**src/hdl/cfmb_pkg.sv**
```systemverilog
// Shared types, constants and the CRC-8 byte update for the framed message builder.
`timescale 1ns / 1ps
package cfmb_pkg;

  localparam int MAX_FRAME_BYTES = 128;
  localparam int HDR_OVERHEAD    = 10;
  localparam int MAX_PAYLOAD     = MAX_FRAME_BYTES - HDR_OVERHEAD;

  localparam int BYTE_W = 8;
  localparam int CODE_W = 16;
  localparam int LEN_W  = 7;
  localparam int TOT_W  = 16;

  localparam int IN_TDATA_W  = 40;
  localparam int OUT_TDATA_W = 8;

  localparam logic [BYTE_W-1:0] SYNC_A   = 8'hAA;
  localparam logic [BYTE_W-1:0] SYNC_B   = 8'h55;
  localparam logic [BYTE_W-1:0] CRC_POLY = 8'h07;

  localparam logic FUNC_START   = 1'b0;
  localparam logic FUNC_PAYLOAD = 1'b1;

  // Output sequence positions inside one command.
  localparam int STEP_W = 4;
  localparam logic [STEP_W-1:0] STEP_SYNC_A  = 4'd0;
  localparam logic [STEP_W-1:0] STEP_SYNC_B  = 4'd1;
  localparam logic [STEP_W-1:0] STEP_TOT_HI  = 4'd2;
  localparam logic [STEP_W-1:0] STEP_TOT_LO  = 4'd3;
  localparam logic [STEP_W-1:0] STEP_CODE_HI = 4'd4;
  localparam logic [STEP_W-1:0] STEP_CODE_LO = 4'd5;
  localparam logic [STEP_W-1:0] STEP_TYPE    = 4'd6;
  localparam logic [STEP_W-1:0] STEP_LEN_HI  = 4'd7;
  localparam logic [STEP_W-1:0] STEP_LEN_LO  = 4'd8;
  localparam logic [STEP_W-1:0] STEP_HDR_CRC = 4'd9;
  localparam logic [STEP_W-1:0] STEP_PAY_DATA = 4'd0;
  localparam logic [STEP_W-1:0] STEP_PAY_CRC  = 4'd1;

  localparam int QUEUE_DEPTH = 4;
  localparam int QPTR_W      = $clog2(QUEUE_DEPTH);
  localparam int QCNT_W      = $clog2(QUEUE_DEPTH + 1);

  typedef struct packed {
    logic                is_start;
    logic [CODE_W-1:0]   code;
    logic [BYTE_W-1:0]   mtype;
    logic [LEN_W-1:0]    len;
    logic [BYTE_W-1:0]   data;
    logic                ends_frame;
  } cmd_t;

  function automatic logic [BYTE_W-1:0] crc8_update(input logic [BYTE_W-1:0] crc,
                                                    input logic [BYTE_W-1:0] b);
    logic [BYTE_W-1:0] v;
    v = crc ^ b;
    for (int k = 0; k < BYTE_W; k++) begin
      if (v[BYTE_W-1]) begin
        v = {v[BYTE_W-2:0], 1'b0} ^ CRC_POLY;
      end else begin
        v = {v[BYTE_W-2:0], 1'b0};
      end
    end
    return v;
  endfunction

endpackage

```
**src/hdl/cfmb_front.sv**
```systemverilog
// Front end: classifies input items, tracks the payload count and pushes commands into the queue.
`timescale 1ns / 1ps
module cfmb_front (
  input  logic                          clk,
  input  logic                          rst_n,
  input  logic                          accept,
  input  logic                          func,
  input  logic [cfmb_pkg::CODE_W-1:0]   msg_code,
  input  logic [cfmb_pkg::BYTE_W-1:0]   msg_type,
  input  logic [cfmb_pkg::LEN_W-1:0]    payload_len,
  input  logic [cfmb_pkg::BYTE_W-1:0]   payload_byte,
  output logic                          push_valid,
  output cfmb_pkg::cmd_t                push_cmd
);

  localparam logic [cfmb_pkg::TOT_W-1:0] MaxPayloadW = cfmb_pkg::TOT_W'(cfmb_pkg::MAX_PAYLOAD);

  logic [cfmb_pkg::LEN_W-1:0] bytes_left_r, bytes_left_nxt;
  logic [cfmb_pkg::LEN_W-1:0] sat_len;
  logic                       is_start;

  assign is_start = (func == cfmb_pkg::FUNC_START);

  always_comb begin
    if (cfmb_pkg::TOT_W'(payload_len) > MaxPayloadW) begin
      sat_len = cfmb_pkg::LEN_W'(cfmb_pkg::MAX_PAYLOAD);
    end else begin
      sat_len = payload_len;
    end
  end

  // A payload byte outside a frame is accepted and dropped.
  always_comb begin
    push_valid          = 1'b0;
    bytes_left_nxt      = bytes_left_r;
    push_cmd.is_start   = is_start;
    push_cmd.code       = msg_code;
    push_cmd.mtype      = msg_type;
    push_cmd.len        = sat_len;
    push_cmd.data       = payload_byte;
    push_cmd.ends_frame = (bytes_left_r == cfmb_pkg::LEN_W'(1));
    if (accept) begin
      if (is_start) begin
        push_valid     = 1'b1;
        bytes_left_nxt = sat_len;
      end else if (bytes_left_r != '0) begin
        push_valid     = 1'b1;
        bytes_left_nxt = bytes_left_r - cfmb_pkg::LEN_W'(1);
      end
    end
  end

  always_ff @(posedge clk) begin
    if (!rst_n) begin
      bytes_left_r <= '0;
    end else begin
      bytes_left_r <= bytes_left_nxt;
    end
  end

endmodule

```
**src/hdl/cfmb_queue.sv**
```systemverilog
// Short command queue between the front end and the byte sequencer.
`timescale 1ns / 1ps
module cfmb_queue (
  input  logic            clk,
  input  logic            rst_n,
  input  logic            push_valid,
  input  cfmb_pkg::cmd_t  push_cmd,
  output logic            full,
  input  logic            pop,
  output logic            head_valid,
  output cfmb_pkg::cmd_t  head_cmd
);

  cfmb_pkg::cmd_t                  mem [cfmb_pkg::QUEUE_DEPTH];
  logic [cfmb_pkg::QPTR_W-1:0]     wr_ptr_r, rd_ptr_r;
  logic [cfmb_pkg::QCNT_W-1:0]     count_r, count_nxt;

  assign full       = (count_r == cfmb_pkg::QCNT_W'(cfmb_pkg::QUEUE_DEPTH));
  assign head_valid = (count_r != '0);
  assign head_cmd   = mem[rd_ptr_r];

  always_comb begin
    count_nxt = count_r;
    if (push_valid && !pop) begin
      count_nxt = count_r + cfmb_pkg::QCNT_W'(1);
    end else if (pop && !push_valid) begin
      count_nxt = count_r - cfmb_pkg::QCNT_W'(1);
    end
  end

  always_ff @(posedge clk) begin
    if (push_valid) begin
      mem[wr_ptr_r] <= push_cmd;
    end
  end

  always_ff @(posedge clk) begin
    if (!rst_n) begin
      wr_ptr_r <= '0;
      rd_ptr_r <= '0;
      count_r  <= '0;
    end else begin
      if (push_valid) begin
        wr_ptr_r <= wr_ptr_r + cfmb_pkg::QPTR_W'(1);
      end
      if (pop) begin
        rd_ptr_r <= rd_ptr_r + cfmb_pkg::QPTR_W'(1);
      end
      count_r <= count_nxt;
    end
  end

  a_no_overflow: assert property (@(posedge clk) disable iff (!rst_n)
    push_valid |-> !full)
    else $error("command pushed into a full queue");

  a_no_underflow: assert property (@(posedge clk) disable iff (!rst_n)
    pop |-> head_valid)
    else $error("command popped from an empty queue");

  a_count_bound: assert property (@(posedge clk) disable iff (!rst_n)
    count_r <= cfmb_pkg::QCNT_W'(cfmb_pkg::QUEUE_DEPTH))
    else $error("queue fill count out of range");

endmodule

```
**src/hdl/cfmb_back.sv**
```systemverilog
// Back end: steps through each command's bytes, runs the CRC and drives the output register.
`timescale 1ns / 1ps
module cfmb_back (
  input  logic                                clk,
  input  logic                                rst_n,
  input  logic                                head_valid,
  input  cfmb_pkg::cmd_t                      head_cmd,
  output logic                                pop,
  output logic                                out_tvalid,
  input  logic                                out_tready,
  output logic [cfmb_pkg::OUT_TDATA_W-1:0]    out_tdata,
  output logic                                out_tuser,
  output logic                                out_tlast
);

  logic [cfmb_pkg::STEP_W-1:0] step_r, step_nxt;
  logic [cfmb_pkg::BYTE_W-1:0] crc_r, crc_nxt, crc_base;
  logic                        out_valid_r, out_valid_nxt;
  logic [cfmb_pkg::BYTE_W-1:0] out_byte_r, out_byte_nxt;
  logic                        out_crc_r, out_crc_nxt;
  logic                        emit, last_step, crc_step;
  logic [cfmb_pkg::BYTE_W-1:0] data_byte, hdr_byte;
  logic [cfmb_pkg::TOT_W-1:0]  total, len_w;

  assign emit  = head_valid && (!out_valid_r || out_tready);
  assign len_w = cfmb_pkg::TOT_W'(head_cmd.len);
  assign total = cfmb_pkg::TOT_W'(cfmb_pkg::HDR_OVERHEAD) + len_w;

  always_comb begin
    case (step_r)
      cfmb_pkg::STEP_SYNC_A:  hdr_byte = cfmb_pkg::SYNC_A;
      cfmb_pkg::STEP_SYNC_B:  hdr_byte = cfmb_pkg::SYNC_B;
      cfmb_pkg::STEP_TOT_HI:  hdr_byte = total[15:8];
      cfmb_pkg::STEP_TOT_LO:  hdr_byte = total[7:0];
      cfmb_pkg::STEP_CODE_HI: hdr_byte = head_cmd.code[15:8];
      cfmb_pkg::STEP_CODE_LO: hdr_byte = head_cmd.code[7:0];
      cfmb_pkg::STEP_TYPE:    hdr_byte = head_cmd.mtype;
      cfmb_pkg::STEP_LEN_HI:  hdr_byte = len_w[15:8];
      cfmb_pkg::STEP_LEN_LO:  hdr_byte = len_w[7:0];
      default:                hdr_byte = '0;
    endcase
  end

  always_comb begin
    if (head_cmd.is_start) begin
      crc_step  = (step_r == cfmb_pkg::STEP_HDR_CRC);
      last_step = (head_cmd.len == '0) ? (step_r == cfmb_pkg::STEP_HDR_CRC)
                                       : (step_r == cfmb_pkg::STEP_LEN_LO);
      data_byte = hdr_byte;
    end else begin
      crc_step  = (step_r == cfmb_pkg::STEP_PAY_CRC);
      last_step = head_cmd.ends_frame ? (step_r == cfmb_pkg::STEP_PAY_CRC)
                                      : (step_r == cfmb_pkg::STEP_PAY_DATA);
      data_byte = head_cmd.data;
    end
    // A start restarts the CRC, which also drops any abandoned frame.
    if (head_cmd.is_start && (step_r == cfmb_pkg::STEP_SYNC_A)) begin
      crc_base = '0;
    end else begin
      crc_base = crc_r;
    end
  end

  always_comb begin
    pop           = 1'b0;
    step_nxt      = step_r;
    crc_nxt       = crc_r;
    out_valid_nxt = out_valid_r && !out_tready;
    out_byte_nxt  = out_byte_r;
    out_crc_nxt   = out_crc_r;
    if (emit) begin
      out_valid_nxt = 1'b1;
      if (crc_step) begin
        out_byte_nxt = crc_r;
        out_crc_nxt  = 1'b1;
        crc_nxt      = '0;
      end else begin
        out_byte_nxt = data_byte;
        out_crc_nxt  = 1'b0;
        crc_nxt      = cfmb_pkg::crc8_update(crc_base, data_byte);
      end
      if (last_step) begin
        pop      = 1'b1;
        step_nxt = '0;
      end else begin
        step_nxt = step_r + cfmb_pkg::STEP_W'(1);
      end
    end
  end

  always_ff @(posedge clk) begin
    if (!rst_n) begin
      step_r      <= '0;
      crc_r       <= '0;
      out_valid_r <= 1'b0;
    end else begin
      step_r      <= step_nxt;
      crc_r       <= crc_nxt;
      out_valid_r <= out_valid_nxt;
    end
  end

  always_ff @(posedge clk) begin
    out_byte_r <= out_byte_nxt;
    out_crc_r  <= out_crc_nxt;
  end

  assign out_tvalid = out_valid_r;
  assign out_tdata  = out_byte_r;
  assign out_tuser  = out_crc_r;
  assign out_tlast  = out_crc_r;

  a_step_range: assert property (@(posedge clk) disable iff (!rst_n)
    step_r <= cfmb_pkg::STEP_HDR_CRC)
    else $error("byte sequencer step out of range");

  a_crc_cleared: assert property (@(posedge clk) disable iff (!rst_n)
    (emit && crc_step) |=> (crc_r == '0))
    else $error("CRC not cleared after the CRC byte");

  a_pop_on_emit: assert property (@(posedge clk) disable iff (!rst_n)
    pop |-> (emit && last_step))
    else $error("command retired without emitting its last byte");

endmodule

```
**src/hdl/crc8_framed_message_builder.sv**
```systemverilog
// Top level of the CRC-8 framed message builder: front end, command queue and byte sequencer.
// With the queue empty, an accepted item is first written into the command queue, and its first
// output byte is then registered in the output register of the sequencer.
// Output bytes: a payload byte gives one byte, the final payload byte two (data and CRC),
// a start item nine bytes (ten when the payload length is zero); the one-byte output register
// of the sequencer holds its byte while out_tready is low, and the four-entry queue absorbs input bursts.
// Reset (rst_n low, synchronous) empties the queue and output register and leaves no frame open.
`timescale 1ns / 1ps
module crc8_framed_message_builder (
  input  logic                                clk,
  input  logic                                rst_n,
  input  logic                                in_tvalid,
  output logic                                in_tready,
  // [15:0] msg_code, [23:16] msg_type, [30:24] payload_len, [38:31] payload_byte, [39] zero
  input  logic [cfmb_pkg::IN_TDATA_W-1:0]     in_tdata,
  // [0] func
  input  logic                                in_tuser,
  output logic                                out_tvalid,
  input  logic                                out_tready,
  // [7:0] out_byte
  output logic [cfmb_pkg::OUT_TDATA_W-1:0]    out_tdata,
  // [0] is_crc
  output logic                                out_tuser,
  output logic                                out_tlast
);

  logic           q_full, push_valid, pop, head_valid;
  cfmb_pkg::cmd_t push_cmd, head_cmd;

  assign in_tready = !q_full;

  cfmb_front u_front (
    .clk          (clk),
    .rst_n        (rst_n),
    .accept       (in_tvalid && in_tready),
    .func         (in_tuser),
    .msg_code     (in_tdata[15:0]),
    .msg_type     (in_tdata[23:16]),
    .payload_len  (in_tdata[30:24]),
    .payload_byte (in_tdata[38:31]),
    .push_valid   (push_valid),
    .push_cmd     (push_cmd)
  );

  cfmb_queue u_queue (
    .clk        (clk),
    .rst_n      (rst_n),
    .push_valid (push_valid),
    .push_cmd   (push_cmd),
    .full       (q_full),
    .pop        (pop),
    .head_valid (head_valid),
    .head_cmd   (head_cmd)
  );

  cfmb_back u_back (
    .clk        (clk),
    .rst_n      (rst_n),
    .head_valid (head_valid),
    .head_cmd   (head_cmd),
    .pop        (pop),
    .out_tvalid (out_tvalid),
    .out_tready (out_tready),
    .out_tdata  (out_tdata),
    .out_tuser  (out_tuser),
    .out_tlast  (out_tlast)
  );

endmodule
```
**config.mk**
```make
export PLATFORM = sky130hd
export DESIGN_NAME = crc8_framed_message_builder
export DESIGN_NICKNAME = d
export VERILOG_FILES = /design/src/hdl/cfmb_pkg.sv /design/src/hdl/cfmb_front.sv /design/src/hdl/cfmb_queue.sv /design/src/hdl/cfmb_back.sv /design/src/hdl/crc8_framed_message_builder.sv
export SDC_FILE = /design/constraint.sdc
export NUM_CORES = 1
export LEC_CHECK = 0
export BUFFER_PORTS_ARGS = -buffer_cell sky130_fd_sc_hd__buf_2
export CELL_PAD_IN_SITES_DETAIL_PLACEMENT = 1
export CELL_PAD_IN_SITES_GLOBAL_PLACEMENT = 2
export CORE_MARGIN = 3
export CORE_UTILIZATION = 48
export DETAILED_ROUTE_END_ITERATION = 8
export GPL_ROUTABILITY_DRIVEN = 0
export PLACE_DENSITY_LB_ADDON = 0.25
export SLEW_MARGIN = 20
export SYNTH_ARGS = -nofsm -noshare
export SYNTH_HDL_FRONTEND = slang
export SYNTH_SLANG_ARGS = --single-unit
```
**constraint.sdc**
```tcl
create_clock -name clk -period 8.15 [get_ports clk]
set_input_delay 0.815 -clock clk [delete_from_list [all_inputs] [get_ports clk]]
set_output_delay 0.815 -clock clk [all_outputs]
set_load 0.05 [all_outputs]
```
==> Word-level counts from Yosys, hierarchy flattened <==
Memory sizes are Yosys's and may differ from the RTL's. A register that Yosys moved wholly into a read port is not among the register bits.
Cells that the tools add are included.
{ "word_totals": {"mem_bits_ro": 0, "wordCells": 105, "ram_bits": 164, "out_inout_bits": 12, "n_memories": 1, "latch_bits": 0, "reg_bits": 36, "inputBits": 45} }
{ "classes": {"addsub": 7, "order_cmp": 1, "muxes": 48, "eq_ne": 11, "bitwise": 10, "reduce_logical": 18, "div_mod_pow": 0, "shifts": 0, "multipliers": 0} }
{ "memory_table": {"columns": ["memory", "depth", "width", "rd", "rd_clocked_by_memory_dff", "wr", "line_no", "source"], "rows": [
  ["u_queue.mem", 4, 41, 1, 1, 1, "cfmb_queue.sv:14", "cfmb_pkg::cmd_t mem [cfmb_pkg::QUEUE_DEPTH];"]
]} }
{ "ops": {"columns": ["cell", "count"], "rows": [
  ["two-way mux 8 bit", 18],
  ["case mux 8 bit (8 select lines)", 1],
  ["two-way mux 3 bit", 10],
  ["NOT 3 bit", 8],
  ["two-way mux 7 bit", 3],
  ["two-way mux 1 bit", 13],
  ["== test 4 x 3 -> 1 bit, second input constant", 3],
  ["adder 4 x 7 -> 8 bit, first input constant", 1],
  ["== test 4 x 2 -> 1 bit, second input constant", 2],
  ["== test 4 bit, second input constant", 2],
  ["XOR 8 bit", 1],
  ["== test 7 x 1 -> 1 bit, second input constant", 1],
  ["> comparator 7 bit, second input constant", 1],
  ["logical NOT 7 bit", 1],
  ["nonzero test 7 bit", 1],
  ["subtractor 7 x 1 -> 7 bit, second input constant", 1],
  ["logical AND 1 bit", 6],
  ["logical NOT 1 bit", 5],
  ["adder 2 x 1 -> 2 bit, second input constant", 2],
  ["adder 4 x 1 -> 4 bit, second input constant", 1],
  ["== test 4 x 1 -> 1 bit, second input constant", 1],
  ["logical NOT 4 bit", 1],
  ["two-way mux 2 bit", 2],
  ["two-way mux 4 bit", 1],
  ["other kinds (9)", 9]
]} }

==> Depth between registers and ports, before layout <==
Gate-level depths: netlist of the first run.
{ "logic_depth": {"ltp_word": 35, "mapped_depth": 15, "depth_no_buf": 13} }

==> Modules after synthesis <==
A second synthesis of the first run with hierarchy kept.
{ "unflattened": {"cells_unflattened": 615, "hier_area_um2": 9247.6} }
{ "by_module_without_submodules": {"columns": ["module", "seq_area_each_um2", "area_per_inst_um2", "cells_each", "n_inst"], "rows": [
  ["cfmb_queue", 5104.9, 6413.7, 258, 1],
  ["cfmb_back", 530.5, 2034.5, 250, 1],
  ["cfmb_front", 140.1, 789.5, 105, 1],
  ["crc8_framed_message_builder", 0.0, 10.0, 2, 1]
]} }

==> Worst setup path after synthesis of the first run <==
OpenSTA, ideal clock, no wires.
{ "synth_path": {"kind": "flip-flop to flip-flop", "startpoint": "register with a tool-made name", "endpoint": "register u_queue.count_r[2] (netlist bit)", "synth_period_minus_slack_ps": 3421, "required_time_ps": 8074, "setup_time_ps": 76, "n_path_buf": 3, "slack_ps": 4729, "arrival_ps": 3345, "path_stages_with_launch": 16, "path_cell_list": "dfxtp_1 > buf_6 > buf_12 > buf_2 > mux4_2 > nor4_1 > a211oi_1 > a41oi_1 > a21oi_1 > nand2_1 > ha_1 > inv_1 > fa_1 > xor2_1 > or3_1 > a21boi_0"} }
{ "synth_lines": {"columns": ["item", "line_no", "source"], "rows": [
  ["end signal: assignment", "cfmb_queue.sv:49", "count_r <= count_nxt;"],
  ["end: declaration", "cfmb_queue.sv:16", "logic [cfmb_pkg::QCNT_W-1:0] count_r, count_nxt;"]
]} }

==> reports/qor.yml, run 1 <==
syn_nets: 614
fp-row-count: 48
crit_arrival_ns: 4.60
synth-edff-count: 173
die_width_um: 141.1
io-pin-count: 57
synth_top_area_frac: 0.5934
post-cts-setup-buffers: 0
syn_area_um2: 8755
critPathKind: "flop to flop"
fin_crit_sh: 0.5117
cts_tree: "done"
hold_viol_final: 0
ys_ff_latch: 202
avgSynthCellArea_um2: 15.75
insertedDiodeCount: 0
rsz0062_at_grt: "false"
core-area_um2: 17600
worstPathCellList: "buf_4 > mux4_1 > nor4_1 > a211oi_1 > a41oi_1 > a21oi_1 > nand2_1 > ha_1 > inv_1 > fa_1 > xor2_1 > or3_1 > a21boi_0"
htree_levels: 1
synth_top_area_cell: "edfxtp_1"
num_vias: 4950
port_buffers: 55
synth_most_common_cell: "edfxtp_1"
cap_violations: 0
crit_path_end_kind: "flop"
drt-initial-drc-count: 344
hold_class: "flop to flop"
placed_area_um2: 9220
cts.path.max_buffers: 3
worst_path_largest_cell_delay_ns: 0.78
utilization: 0.5624
track_usage: 0.1943
cp.buffers_inverters: 2
setup_viol: 0
remaining_drc_errors: 0
post-place-ws_ns: 3.911
start_util: 0.4975
yosys_warnings: 0
clock.fmax_mhz: 239.8
firstDrtPassIters: 7
antenna_found_initial: 0
finalSetupTns_ns: 0
synth.distinct_cells: 63
design_area_um2: 9897
cts_sinks: 202
clk_pin_slew_ns: 0.06
slew-limit-headroom: 0.4937
cp_max_fo: 41
crit_family: "simple AND/OR/NAND/NOR gates"
status: "completed"
grt_overflow: 0
n_fill_cell: 1649
ys_async_sr_fraction: 0
cts_root_buf: "clkbuf_16"
required_ns: 8.58
final.setup_skew_ns: 0.02255
tightest_slew_ns: 0.7595
nets: 671
dieArea_um2: 19900
grt_max_degree: 49
grt_pass1_vias: 5317
cts_hold_buf: 0
startpoint_type: "flop"
die_h_um: 141.1
yosys-top-cells-count: "edfxtp_1 (173), nand2_1 (38), dfxtp_1 (29), mux4_2 (27), nor2_1 (20)"
fin_cells: 854
power.density_nw_per_um2: 355.5
layout-drive-gt1-share: 0.2258
post_cts_resized: 0
area_delta_synth_final_pct: 13.05
wl_per_cell_um: 22.11
routed_via_density: 5.796
grt_first_pass_wirelength_mm: 30.25
numCtsBuffers: 22
power.leakage_uw: 0.003408
ant_nets: 0
vdd_drop_max_mv: 0.2857
synth_seq_area_share: 0.6597
postSynthCellCount: 556
layout_min_cycle_time_ns: 4.170
synth-main-ff-cell: "edfxtp_1"
drv_slew: 0
clk_latency_ns: 0.52
placed_cells: 814
setup_ws_ns: 3.980
dp_hpwl_mm: 12.12
drt-total-wl_mm: 18.88
synth_area_leaders: "edfxtp_1 (59%), mux4_2 (6.9%), dfxtp_1 (6.6%)"
crit_slowest_cell: "mux4_1"
final timing paths:
kind,slack [ns],cells past startpoint,endpoint,start
max,3.98,13,u_queue.count_r[2]$_SDFFE_PN0P_,flop
min,0.49,2,u_back.out_tvalid$_SDFF_PN0_,u_back.out_tvalid$_SDFF_PN0_
max reg2reg,3.98,13,u_queue.count_r[2]$_SDFFE_PN0P_,flop
min reg2reg,0.49,2,u_back.out_tvalid$_SDFF_PN0_,u_back.out_tvalid$_SDFF_PN0_
through the flow:
stage          hold slack (ns)  power (µW)
6_report                0.4867        3518
5_1_grt                 0.5012        3724
4_1_cts                 0.4913        3561
3_5_place_dp            0.4845        2625
3_3_place_gp            0.4623        2577
2_1_floorplan           0.4557        2334
area by class of cell:
cell class	count	area, µm²	area share
clock inverter	15	115.1	0.01163
clock buffer	25	561.8	0.05676
timing repair buffer	62	327.8	0.03312
tap	225	281.5	0.02845
inverter	15	56.30	0.005689
sequential	202	5778	0.5838
multi-input combinational	310	2776	0.2805
cell usage in the layout (no fill, tap or decap), drive strengths merged, types with 4 or more instances in the layout:
cell	instances
edfxtp	173
mux2i	15
nand2	38
o31ai	4
nand3	9
xor2	11
dfxtp	29
and2	14
nand2b	7
nor4	4
a32oi	4
clkbuf	25
buf	62
a21oi	13
nor2b	11
a22oi	7
inv	13
nor2	20
clkinv	16
a22o	9
mux4	34
o22ai	5
ha	12
nor3	7
a31oi	5
mux2	8
xnor2	15
o21ai	13
sequential cells by signal, indices dropped and copies added (netlist names), named ones only:
| register | count |
|---|---|
| u_queue.mem | 164 |
| u_back.step_r | 4 |
| u_queue.rd_ptr_r | 2 |
| u_queue.wr_ptr_r | 2 |
| u_back.crc_r | 8 |
| u_queue.count_r | 3 |
| u_front.bytes_left_r | 7 |
| u_back.out_tlast | 1 |
| u_back.out_tvalid | 1 |
| u_back.out_tdata | 8 |
where the power goes:
part / switching (µW) / internal [µW]
Clock: 396 / 529
Sequential: 65.4 / 1320
Combinational: 716 / 488
worst reg2reg max path, cell delays in order, from the launching register on:
cell	delay, ns
dfxtp_2	0.31
buf_4	0.58
mux4_1	0.81
nor4_1	0.44
a211oi_1	0.14
a41oi_1	0.18
a21oi_1	0.19
nand2_1	0.18
ha_1	0.21
inv_1	0.06
fa_1	0.37
xor2_1	0.18
or3_1	0.30
a21boi_0	0.15
layer usage:
metal  GRT usage  vias up  wire length (µm)
met5           0        -                 0
met4     0.03876        0               294
met3     0.02680       25               811
met2      0.3226      128              9343
met1      0.2789     2534              8434
li1            -     2263                 -
cell families (layout without fill, tap and decap cells):
| group | count (synthesis) | after routing | synth area share |
|---|---|---|---|
| compound gates | 83 | 83 | 0.06846 |
| xor+xnor | 29 | 29 | 0.03559 |
| fa+ha+maj | 13 | 13 | 0.01944 |
| buf+inv | 44 | 117 | 0.02372 |
| flops | 202 | 202 | 0.6597 |
| mux | 57 | 57 | 0.1179 |
| simple gates | 128 | 128 | 0.07518 |
(Power assumes the default switching activity.)
==> run 2: changes to the inputs <==
Settings changed: ABC_AREA set to 1, CORE_UTILIZATION 48 to 39.
Clock period 8.15 ns to 4.1 ns, I/O delays scaled along.
==> run 2 against run 1 <==
Flip-flop and latch count unchanged. Largest cell class unchanged. Synthesized cell count up 71%. Largest power group is now combinational logic. Global-route usage down 1.6 points. Sequential power up 96%. First-iteration DRC count up 24%. Maximum frequency up 19%.
==> reports/qor.yml, run 2 <==
status: "completed"
crit_arrival_ns: 3.93
syn_nets: 1010
largest_register_ffs: 164
placed_area_um2: 9818
insertedDiodeCount: 0
p_sw_uw: 3141
wl_per_cell_um: 17.22
p_comb_frac: 0.403
cts_tree: "done"
synth-main-ff-cell: "edfxtp_1"
final.setup_skew_ns: 0.01157
synth-edff-count: 173
cts_root_buf: "clkbuf_16"
setup_viol: 0
ys_async_sr_fraction: 0
share_clk_of_total_power: 0.240
synth_mux_area_frac: 0
grt_overflow: 0
antenna_found_initial: 0
layout_min_cycle_time_ns: 3.496
cp_max_fo: 82
dp_hpwl_mm: 14.88
rsz0062_at_grt: "false"
synth_most_common_cell: "nand2_1"
layout_commonest_cell: "nand2_1"
synth_area_leaders: "edfxtp_1 (56%), nand2_1 (12%), dfxtp_1 (6.2%)"
slew-limit-headroom: 0.4081
synth_seq_area_share: 0.6208
crit_path_end_kind: "flop"
clk_latency_ns: 0.51
pwr-share-seq: 0.357
nets: 1062
ys_ff_latch: 202
power.density_nw_per_um2: 727.3
layout_common_cells: "nand2_1 (287), edfxtp_1 (173), nand3_1 (98)"
fin_crit_sh: 0.8527
cts_sinks: 202
hold_viol_final: 0
post-place-ws_ns: 0.5265
track_usage: 0.1780
clock.fmax_mhz: 286.0
die_h_um: 160.4
synth_top_area_frac: 0.5584
dieArea_um2: 25740
design_area_um2: 10490
drv_slew: 0
grt_max_degree: 83
vdd_drop_max_mv: 0.3551
hold_class: "primary input to flop"
io-pin-count: 57
routed_via_density: 5.014
yosys_warnings: 0
synth_top_area_cell: "edfxtp_1"
ant_nets: 0
area_delta_synth_final_pct: 12.78
clk_pin_slew_ns: 0.06
largest_register: "u_queue.mem"
startpoint_type: "flop"
required_ns: 4.53
htree_levels: 1
finalSetupTns_ns: 0
drt-initial-drc-count: 425
grt_pass1_vias: 6863
setup_ws_ns: 0.6037
port_buffers: 55
post-cts-setup-buffers: 0
cts.path.max_buffers: 3
power.leakage_uw: 0.004203
cts_hold_buf: 0
syn_area_um2: 9303
fp-row-count: 55
grt_first_pass_wirelength_mm: 36.96
firstDrtPassIters: 5
synth_top_family_by_area: "simple AND/OR/NAND/NOR gates"
num_vias: 6683
cap_violations: 0
tightest_slew_ns: 0.8879
synth.distinct_cells: 37
layout-drive-gt1-share: 0.1314
synthSimpleGateAreaFrac: 0.2230
sw_frac_of_total: 0.4116
reg2reg_setup_slack_ns: 0.60
p_int_uw: 4490
synthAdderAreaFrac: 0.01829
avgSynthCellArea_um2: 9.772
synth_compound_area_frac: 0.06886
drt-total-wl_mm: 22.95
power_uw: 7631
timing.hold.ws_ns: 0.1147
postSynthCellCount: 952
yosys-top-cells-count: "nand2_1 (287), edfxtp_1 (173), nand3_1 (98), inv_1 (77), nor2_1 (75)"
synth_xor_area_frac: 0.004573
start_util: 0.4035
critPathKind: "flop to flop"
remaining_drc_errors: 0
die_width_um: 160.4
core-area_um2: 23050
numCtsBuffers: 23
post_cts_resized: 0
==> run 2: changes by cell type in the layout (fill, tap and decap cells not counted), moves of 12 or more <==
cell,delta
xnor2_1,-12
o21ai_0,+38
a21oi_1,+22
nand2_1,+249
inv_1,+64
nand3_1,+89
nor2_1,+51
mux4_2,-27
mux2i_1,-15
==> run 2: final cells by class <==
cell class / count / area (µm²)
clock buffers: 28 / 594.3
clock inverters: 13 / 78.83
fillers: 2609 / 12560
inverters: 84 / 315.3
multi-input cells: 628 / 2958
flip-flops and latches: 202 / 5778
well taps: 313 / 391.6
repair buffers: 65 / 375.4
==> run 2: power by group through the flow <==
stage	Clock [µW]	Combinational, µW	Sequential (µW)
4_1_cts	1890	3130	2720
6_report	1830	3080	2720
3_3_place_gp	0	3040	2750
3_5_place_dp	0	3110	2760
5_1_grt	1990	3510	2750
2_1_floorplan	0	2180	2930
==> run 2: metrics by stage <==
step                      std cells    util
after floorplan                 952       -
after global placement         1292  0.4259
after detailed placement       1292  0.4259
after CTS                      1333  0.4551
after global routing           1333  0.4551
final                          1333  0.4551
==> run 2: logic make-up after synthesis <==
logic type               Yosys count
flip-flops                       202
XOR/XNOR                           4
buffers and inverters            122
AND/OR/NAND/NOR                  494
AO/OA/AOI/OAI                    117
adder cells (fa/ha/maj)           13
==> run 2: metal layers <==
metal | GRT usage | vias to the layer above | wire length, µm
met5 | 0 | - | 0
li1 | - | 3320 | -
met1 | 0.2483 | 3223 | 10640
met3 | 0.02270 | 28 | 924
met4 | 0.04221 | 0 | 422
met2 | 0.2975 | 112 | 10960
==> run 2: worst paths after layout <==
check	startpoint	endpoint	cells past startpoint
min reg2reg	u_queue.rd_ptr_r[1]$_SDFFE_PN0P_	flop	2
max	flop	u_queue.count_r[2]$_SDFFE_PN0P_	15
min	in_tdata[5]	u_queue.mem[0][29]$_DFFE_PP_	1
max reg2reg	flop	u_queue.count_r[2]$_SDFFE_PN0P_	15
==> run 2: worst max-delay path, stage by stage (launching register included) <==
cell,delay (ns)
dfxtp_2,0.34
buf_4,0.68
nand2_1,0.10
nand3_1,0.12
nand2_1,0.32
inv_2,0.35
o211ai_1,0.19
nand3_1,0.22
ha_1,0.18
inv_1,0.07
fa_1,0.38
nor2_1,0.11
nor2_1,0.04
nand2_1,0.07
o21ai_0,0.07
a21oi_1,0.14
